## src/rtl/binary_to_decimal_ascii_defines.svh

```systemverilog
// assertion macros shared by the binary to decimal ascii modules
`ifndef BINARY_TO_DECIMAL_ASCII_DEFINES_SVH
`define BINARY_TO_DECIMAL_ASCII_DEFINES_SVH

// property that must hold at every edge out of reset
`define B2DA_ASSERT(lbl, prop, msg) \
  lbl: assert property (@(posedge clk) disable iff (rst) (prop)) else $error(msg);

// same-cycle implication
`define B2DA_ASSERT_IMP(lbl, ante, cons, msg) \
  lbl: assert property (@(posedge clk) disable iff (rst) (ante) |-> (cons)) else $error(msg);

// next-cycle implication
`define B2DA_ASSERT_NXT(lbl, ante, cons, msg) \
  lbl: assert property (@(posedge clk) disable iff (rst) (ante) |=> (cons)) else $error(msg);

`endif

```

## src/rtl/b2da_pkg.sv

```systemverilog
// shared types, constants and the place weight table
`timescale 1ns / 1ps
package b2da_pkg;

  localparam int unsigned VALUE_W = 16;
  localparam int unsigned CHAR_W  = 6;
  localparam int unsigned DIGIT_W = 4;
  localparam int unsigned PLACE_W = 2;
  localparam int unsigned WEIGHT_W = 14;

  localparam logic [CHAR_W-1:0]  ASCII_ZERO = 6'd48;
  localparam logic [CHAR_W-1:0]  ASCII_NINE = 6'd57;
  localparam logic [PLACE_W-1:0] PLACE_TENS = 2'd3;

  typedef struct packed {
    logic load;        // take a new value, clear digit and place
    logic sub;         // subtract current weight, bump digit
    logic adv;         // clear digit, move to next place
    logic emit_digit;  // put current digit in the output register
    logic emit_unit;   // put units digit with last set
  } b2da_cmd_t;

  typedef struct packed {
    logic ge;          // rest >= current weight
    logic digit_nz;
    logic started;
    logic place_last;  // current place is tens
    logic out_free;    // output register can take a character
  } b2da_sta_t;

  function automatic logic [WEIGHT_W-1:0] place_weight(input logic [PLACE_W-1:0] place);
    logic [WEIGHT_W-1:0] w;
    case (place)
      2'd0: w = 14'd10000;
      2'd1: w = 14'd1000;
      2'd2: w = 14'd100;
      2'd3: w = 14'd10;
      default: w = 14'd10;
    endcase
    return w;
  endfunction

endpackage

```

## src/rtl/b2da_datapath.sv

```systemverilog
// datapath: remainder, digit counter, place index and output register
`timescale 1ns / 1ps
`include "binary_to_decimal_ascii_defines.svh"
module b2da_datapath (
  input  logic                         clk,
  input  logic                         rst,
  input  logic [b2da_pkg::VALUE_W-1:0] value,
  input  b2da_pkg::b2da_cmd_t          cmd,
  output b2da_pkg::b2da_sta_t          sta,
  output logic                         out_valid,
  input  logic                         out_stall,
  output logic [b2da_pkg::CHAR_W-1:0]  character,
  output logic                         last
);
  import b2da_pkg::*;

  logic [VALUE_W-1:0]  rest;
  logic [DIGIT_W-1:0]  digit;
  logic [PLACE_W-1:0]  place;
  logic                started;
  logic [VALUE_W-1:0]  weight;

  assign weight = {{(VALUE_W-WEIGHT_W){1'b0}}, place_weight(place)};

  assign sta.ge         = rest >= weight;
  assign sta.digit_nz   = digit != '0;
  assign sta.started    = started;
  assign sta.place_last = place == PLACE_TENS;
  assign sta.out_free   = !out_valid || !out_stall;

  always_ff @(posedge clk) begin
    if (rst) begin
      rest  <= '0;
      digit <= '0;
      place <= '0;
    end else if (cmd.load) begin
      rest  <= value;
      digit <= '0;
      place <= '0;
    end else begin
      if (cmd.sub) begin
        rest  <= rest - weight;
        digit <= digit + 1'b1;
      end
      if (cmd.adv) begin
        digit <= '0;
        place <= place + 1'b1;
      end
    end
  end

  always_ff @(posedge clk) begin
    if (rst) begin
      started <= 1'b0;
    end else if (cmd.load) begin
      started <= 1'b0;
    end else if (cmd.emit_digit) begin
      started <= 1'b1;
    end
  end

  // output register, refilled in the cycle the old character leaves
  always_ff @(posedge clk) begin
    if (rst) begin
      out_valid <= 1'b0;
    end else if (cmd.emit_digit || cmd.emit_unit) begin
      out_valid <= 1'b1;
    end else if (!out_stall) begin
      out_valid <= 1'b0;
    end
  end

  always_ff @(posedge clk) begin
    if (cmd.emit_digit) begin
      character <= ASCII_ZERO + {{(CHAR_W-DIGIT_W){1'b0}}, digit};
      last      <= 1'b0;
    end else if (cmd.emit_unit) begin
      character <= ASCII_ZERO + {{(CHAR_W-DIGIT_W){1'b0}}, rest[DIGIT_W-1:0]};
      last      <= 1'b1;
    end
  end

  `B2DA_ASSERT(a_digit_range, digit <= 4'd9, "digit counter passed nine")
  `B2DA_ASSERT_IMP(a_char_range, out_valid, character >= ASCII_ZERO && character <= ASCII_NINE, "output character is not a decimal digit")
  `B2DA_ASSERT_NXT(a_unit_last, cmd.emit_unit, out_valid && last, "units digit not flagged last")

endmodule

```

## src/rtl/b2da_ctrl.sv

```systemverilog
// controller state machine sequencing subtract, emit and units steps
`timescale 1ns / 1ps
`include "binary_to_decimal_ascii_defines.svh"
module b2da_ctrl (
  input  logic                clk,
  input  logic                rst,
  input  logic                in_valid,
  output logic                in_stall,
  input  b2da_pkg::b2da_sta_t sta,
  output b2da_pkg::b2da_cmd_t cmd
);
  import b2da_pkg::*;

  localparam logic [1:0] ST_IDLE = 2'd0;
  localparam logic [1:0] ST_SUB  = 2'd1;
  localparam logic [1:0] ST_PUT  = 2'd2;
  localparam logic [1:0] ST_UNIT = 2'd3;

  logic [1:0] state;
  logic [1:0] state_next;
  logic       want;

  assign in_stall = state != ST_IDLE;
  assign want     = sta.digit_nz || sta.started;

  always_comb begin
    state_next = state;
    cmd        = '0;
    case (state)
      ST_IDLE: begin
        if (in_valid) begin
          cmd.load   = 1'b1;
          state_next = ST_SUB;
        end
      end
      ST_SUB: begin
        if (sta.ge) begin
          cmd.sub = 1'b1;
        end else begin
          state_next = ST_PUT;
        end
      end
      ST_PUT: begin
        // leading zeros are skipped without waiting on the output
        if (!want || sta.out_free) begin
          cmd.emit_digit = want;
          cmd.adv        = 1'b1;
          state_next     = sta.place_last ? ST_UNIT : ST_SUB;
        end
      end
      ST_UNIT: begin
        if (sta.out_free) begin
          cmd.emit_unit = 1'b1;
          state_next    = ST_IDLE;
        end
      end
      default: begin
        state_next = ST_IDLE;
      end
    endcase
  end

  always_ff @(posedge clk) begin
    if (rst) begin
      state <= ST_IDLE;
    end else begin
      state <= state_next;
    end
  end

  `B2DA_ASSERT_IMP(a_emit_free, cmd.emit_digit || cmd.emit_unit, sta.out_free, "emit into a full output register")
  `B2DA_ASSERT_IMP(a_sub_ge, cmd.sub, sta.ge && state == ST_SUB, "subtract below weight")
  `B2DA_ASSERT_NXT(a_unit_done, state == ST_UNIT && sta.out_free, state == ST_IDLE, "units step did not finish the item")

endmodule

```

## src/rtl/binary_to_decimal_ascii.sv

```systemverilog
// Top level of the 16-bit unsigned binary to decimal ASCII converter.
// Input channel: value with in_valid / in_stall; a value is taken when
// in_valid is high and in_stall is low, and in_stall stays high until
// the units character of that value has entered the output register.
// Output channel: character and last with out_valid / out_stall; each
// value gives one to five ASCII digits, most significant first, leading
// zeros dropped, last set on the units digit (zero gives a single '0').
// Each place is found by subtracting its weight once per cycle; the
// characters are written while the later places are still converted.
// Holding out_stall keeps the current character in place and pauses the
// conversion at its next character; nothing is lost.
// Reset (rst, synchronous) empties the output register and returns the
// controller to idle.
`timescale 1ns / 1ps
module binary_to_decimal_ascii (
  input  logic                         clk,
  input  logic                         rst,
  input  logic                         in_valid,
  output logic                         in_stall,
  input  logic [b2da_pkg::VALUE_W-1:0] value,
  output logic                         out_valid,
  input  logic                         out_stall,
  output logic [b2da_pkg::CHAR_W-1:0]  character,
  output logic                         last
);
  import b2da_pkg::*;

  b2da_cmd_t cmd;
  b2da_sta_t sta;

  b2da_ctrl u_ctrl (
    .clk      (clk),
    .rst      (rst),
    .in_valid (in_valid),
    .in_stall (in_stall),
    .sta      (sta),
    .cmd      (cmd)
  );

  b2da_datapath u_datapath (
    .clk       (clk),
    .rst       (rst),
    .value     (value),
    .cmd       (cmd),
    .sta       (sta),
    .out_valid (out_valid),
    .out_stall (out_stall),
    .character (character),
    .last      (last)
  );

endmodule

```

## config.mk

```make
export PLATFORM = sky130hd
export DESIGN_NAME = binary_to_decimal_ascii
export DESIGN_NICKNAME = d
export VERILOG_FILES = /design/src/rtl/b2da_pkg.sv /design/src/rtl/b2da_datapath.sv /design/src/rtl/b2da_ctrl.sv /design/src/rtl/binary_to_decimal_ascii.sv
export VERILOG_INCLUDE_DIRS = /design/src /design/src/rtl
export SDC_FILE = /design/constraint.sdc
export NUM_CORES = 1
export LEC_CHECK = 0
export ABC_AREA = 1
export BUFFER_PORTS_ARGS = -buffer_cell sky130_fd_sc_hd__buf_4
export CORE_UTILIZATION = 50
export CTS_CLUSTER_SIZE = 16
export DETAILED_ROUTE_END_ITERATION = 16
export GPL_ROUTABILITY_DRIVEN = 1
export PLACE_DENSITY = 0.7
export REMOVE_ABC_BUFFERS = 1
export SLEW_MARGIN = 20
export SYNTH_ARGS = -nofsm -noshare
export SYNTH_HDL_FRONTEND = slang
export SYNTH_HIERARCHICAL = 1
export SYNTH_SLANG_ARGS = --single-unit
```

## constraint.sdc

```tcl
create_clock -name clk -period 3.95 [get_ports clk]
set_input_delay 0.395 -clock clk [delete_from_list [all_inputs] [get_ports clk]]
set_output_delay 0.395 -clock clk [all_outputs]
set_load 0.01 [all_outputs]
```

==> metrics.txt <==
status complete, no violations; routed len/inst 12.4 um; DRT antenna net count 0; number of global-route vias before repair about 2200; grt total ovfl 0; Required @ worst endpoint between 4 and 5 ns; IO Pins 29; mapped cell area ~2300 sq um; GR Util All Layers about a quarter; Critical Path, Cell by Cell inv_1, ha_1, inv_1, ha_1, nand2_1, inv_1, a21oi_1, nand2_1, nand3_1, nand2_1, nor3_1, o21ai_0, nand3_1, inv_2, inv_1, nor2_4, inv_1, a21oi_1, o21ai_0, a31oi_1; largest net degree at the start of global routing 17; cell area after layout 2610 sq um; Slew @ Worst Pin about 0.91 ns; Worst Path Max Fanout 9; clk buf depth 2; clock sinks 31; WL final just over 5000 um; syn avg cell area ~6.7 sq um; pwr dens between 400 and 500 nW/um^2; leak pwr 1.24 nW; DIE HEIGHT about 70 um; Post-synth ARST share 0%; core area 4350 sq um; Num CTS Buffers 5; CTS tree built; number of synthesized flops with an enable pin 4; Crit Path Category reg -> reg; Synth area leader dfxtp_1; DPL Wire Length roughly 3900 um; flops & latches, synth 31; Design Power between 1 and 1.5 mW; dpl cell area 2500 sq um; Setup Viol. Count Final 0; routability congestion estimate a little under 0.9; Vias/cell between 5 and 6; most used cell, CP inv_1; CP Capture Type flop; Final nets between 400 and 500; CP arrival 3.58 ns; diode count 0; synth top area cells dfxtp_1 24%, nand2_1 12%, ha_1 10%; pins over their slew limit 0; H-tree depth 2; Setup TNS 0 ns; share of layout cells above drive strength 1 18.0%; via count 2183; area share of the largest cell type after synthesis 23.9%; Tmin final between 3 and 4 ns; clock insertion delay at the later pin of the skew report approximately 0.29 ns; drt pass-1 iters 4; Worst VDD drop 0.000209 V; CP max stage delay roughly 0.43 ns; die area between 4000 and 5000 sq um; Post-synth top cells 75 x nand2_1, 51 x inv_1, 27 x dfxtp_1, 26 x nor2_1, 25 x nand3_1; clk slew on worst S/H paths roughly 0.07 ns; element type at the critical path start flop; Die Span X 69.3 um; Slew HR roughly 40%; RSZ-0062 raised after global routing false; Synth cell types 35; Rows 24; Ys Warns 6; Post-Place Cells just over 400; Area Overhead vs Synth 15.1%; Max Clock Freq 297 MHz; first-pass GRT wire length 9260 um; Starting Density between 50% and 60%; CTS root buffer clkbuf_8; Final Hold Vio Count 0; most common cell in the netlist nand2_1; initial antenna violation count 0; Slowest cell on crit path dfxtp_1; Remaining DRCs 0; Final period util a little under nine tenths; Final Skew 0.00937 ns; # Max-Cap Violations 0; fillcell total 409; Most used DFF post-synth dfxtp_1; post-route insts no fill approximately 420; Port Buffers 26; sequential-to-total area share from yosys stat about 29%; Mapped Cells ~340; initial DRC count 96; HP Class in -> reg
[report_power, final]
group          leakage [nW]  switching (mW)  internal, mW
registers             0.258          0.0445         0.368
clock network        0.0556           0.123         0.185
logic                 0.922           0.347         0.205
total                  1.24           0.514         0.757
[metrics by stage]
step | hold slack, ns | setup slack, ns | utilization (%)
final | 0.383 | 0.586 | 59.8
after global placement | 0.457 | 0.622 | 57.4
after CTS | 0.379 | 0.474 | 59.8
after global routing | 0.401 | 0.0831 | 59.8
after floorplan | 0.444 | 1.03 | -
after detailed placement | 0.469 | 0.513 | 57.4
[sequential cells by signal (all words and copies together), names as in the netlist]
| name | count |
|---|---|
| u_ctrl/state | 2 |
| u_datapath/place | 2 |
| u_datapath/rest | 16 |
| u_datapath/last | 1 |
| u_datapath/started | 1 |
| u_datapath/character | 4 |
| u_datapath/digit | 4 |
| u_datapath/out_valid | 1 |
[final timing paths]
kind / startpoint / end / slack [ns] / cells after the start
hold / removal: value[7] / u_datapath/rest[7]$_SDFFE_PP0N_ / 0.38 / 3
setup reg to reg: u_datapath/place[0]$_SDFFE_PP0P_ / u_datapath/rest[7]$_SDFFE_PP0N_ / 0.59 / 20
setup / recovery: u_datapath/place[0]$_SDFFE_PP0P_ / u_datapath/rest[7]$_SDFFE_PP0N_ / 0.59 / 20
hold reg to reg: u_datapath/last$_SDFFE_PP0P_ / u_datapath/last$_SDFFE_PP0P_ / 0.48 / 2
[cells in the final DEF (no fill, tap or decap)]
cell type  netlist  layout
nor2_1          26      26
clkinv_1         0       1
nor3_1           8       8
buf_4            3      28
nand2_1         75      75
a21oi_2          2       2
a31oi_1          7       7
ha_1            18      18
a21oi_1         22      22
nor4_1           2       2
nand3_2          4       4
o21ai_0         13      13
bufinv_16        0       1
nor2_2           3       3
a31o_2           1       1
inv_2            6       7
dfxtp_1         27      27
nand2_2         10      10
inv_1           51      50
nor3_2           1       1
nor2_4           1       1
o211ai_1         1       1
nand3_1         25      25
nand3b_1         1       1
a21o_1           1       1
edfxtp_1         4       4
xor2_1           2       2
o21ai_1          3       3
o21bai_1         1       1
clkbuf_8         0       5
clkinv_2         1       2
nand4_1          3       3
a22oi_1          7       7
conb_1           1       2
nand2_4          1       1
fa_1             1       1
[layer usage]
layer  wire length, um  up-vias  global-route usage [%]
met4                78        0                    9.98
met5                 0        -                       0
li1                  -     1145                       -
met2              2440       43                    41.3
met1              2490      987                    28.6
met3               154        8                    4.65
[critical path: cells and delay by family (launching register included)]
kind                       cells  cell delay, ns
AOI/OAI and AO/OA              5            0.61
buffers and inverters          6            0.75
adders and majority gates      2            0.67
and+or+nand+nor                7            0.82
DFF                            1            0.43
[cell type report]
class | count | area [sq um] | share of cell area, %
multi-input combinational | 241 | 1340 | 51.5
sequential | 31 | 661 | 25.4
inverter | 58 | 219 | 8.41
timing repair buffer | 28 | 210 | 8.07
clock buffer | 5 | 68.8 | 2.64
tap | 52 | 65.1 | 2.50
clock inverter | 3 | 38.8 | 1.49
[logic make-up after synthesis]
| group | synth area share, % |
|---|---|
| flip-flops | 29.2 |
| adder cells (fa/ha/maj) | 10.8 |
| other | 0.166 |
| XOR/XNOR | 0.774 |
| AND/OR/NAND/NOR | 32.6 |
| AO/OA/AOI/OAI | 14.8 |
| buffers and inverters | 11.7 |
[timing repair]
item                       in CTS  in global routing
hold buffers                    0                  0
setup buffers                   0                  0
gates resized for setup         0                  1
setup endpoints to repair       0                  2
No activity file was read; power rests on OpenSTA's default activity.
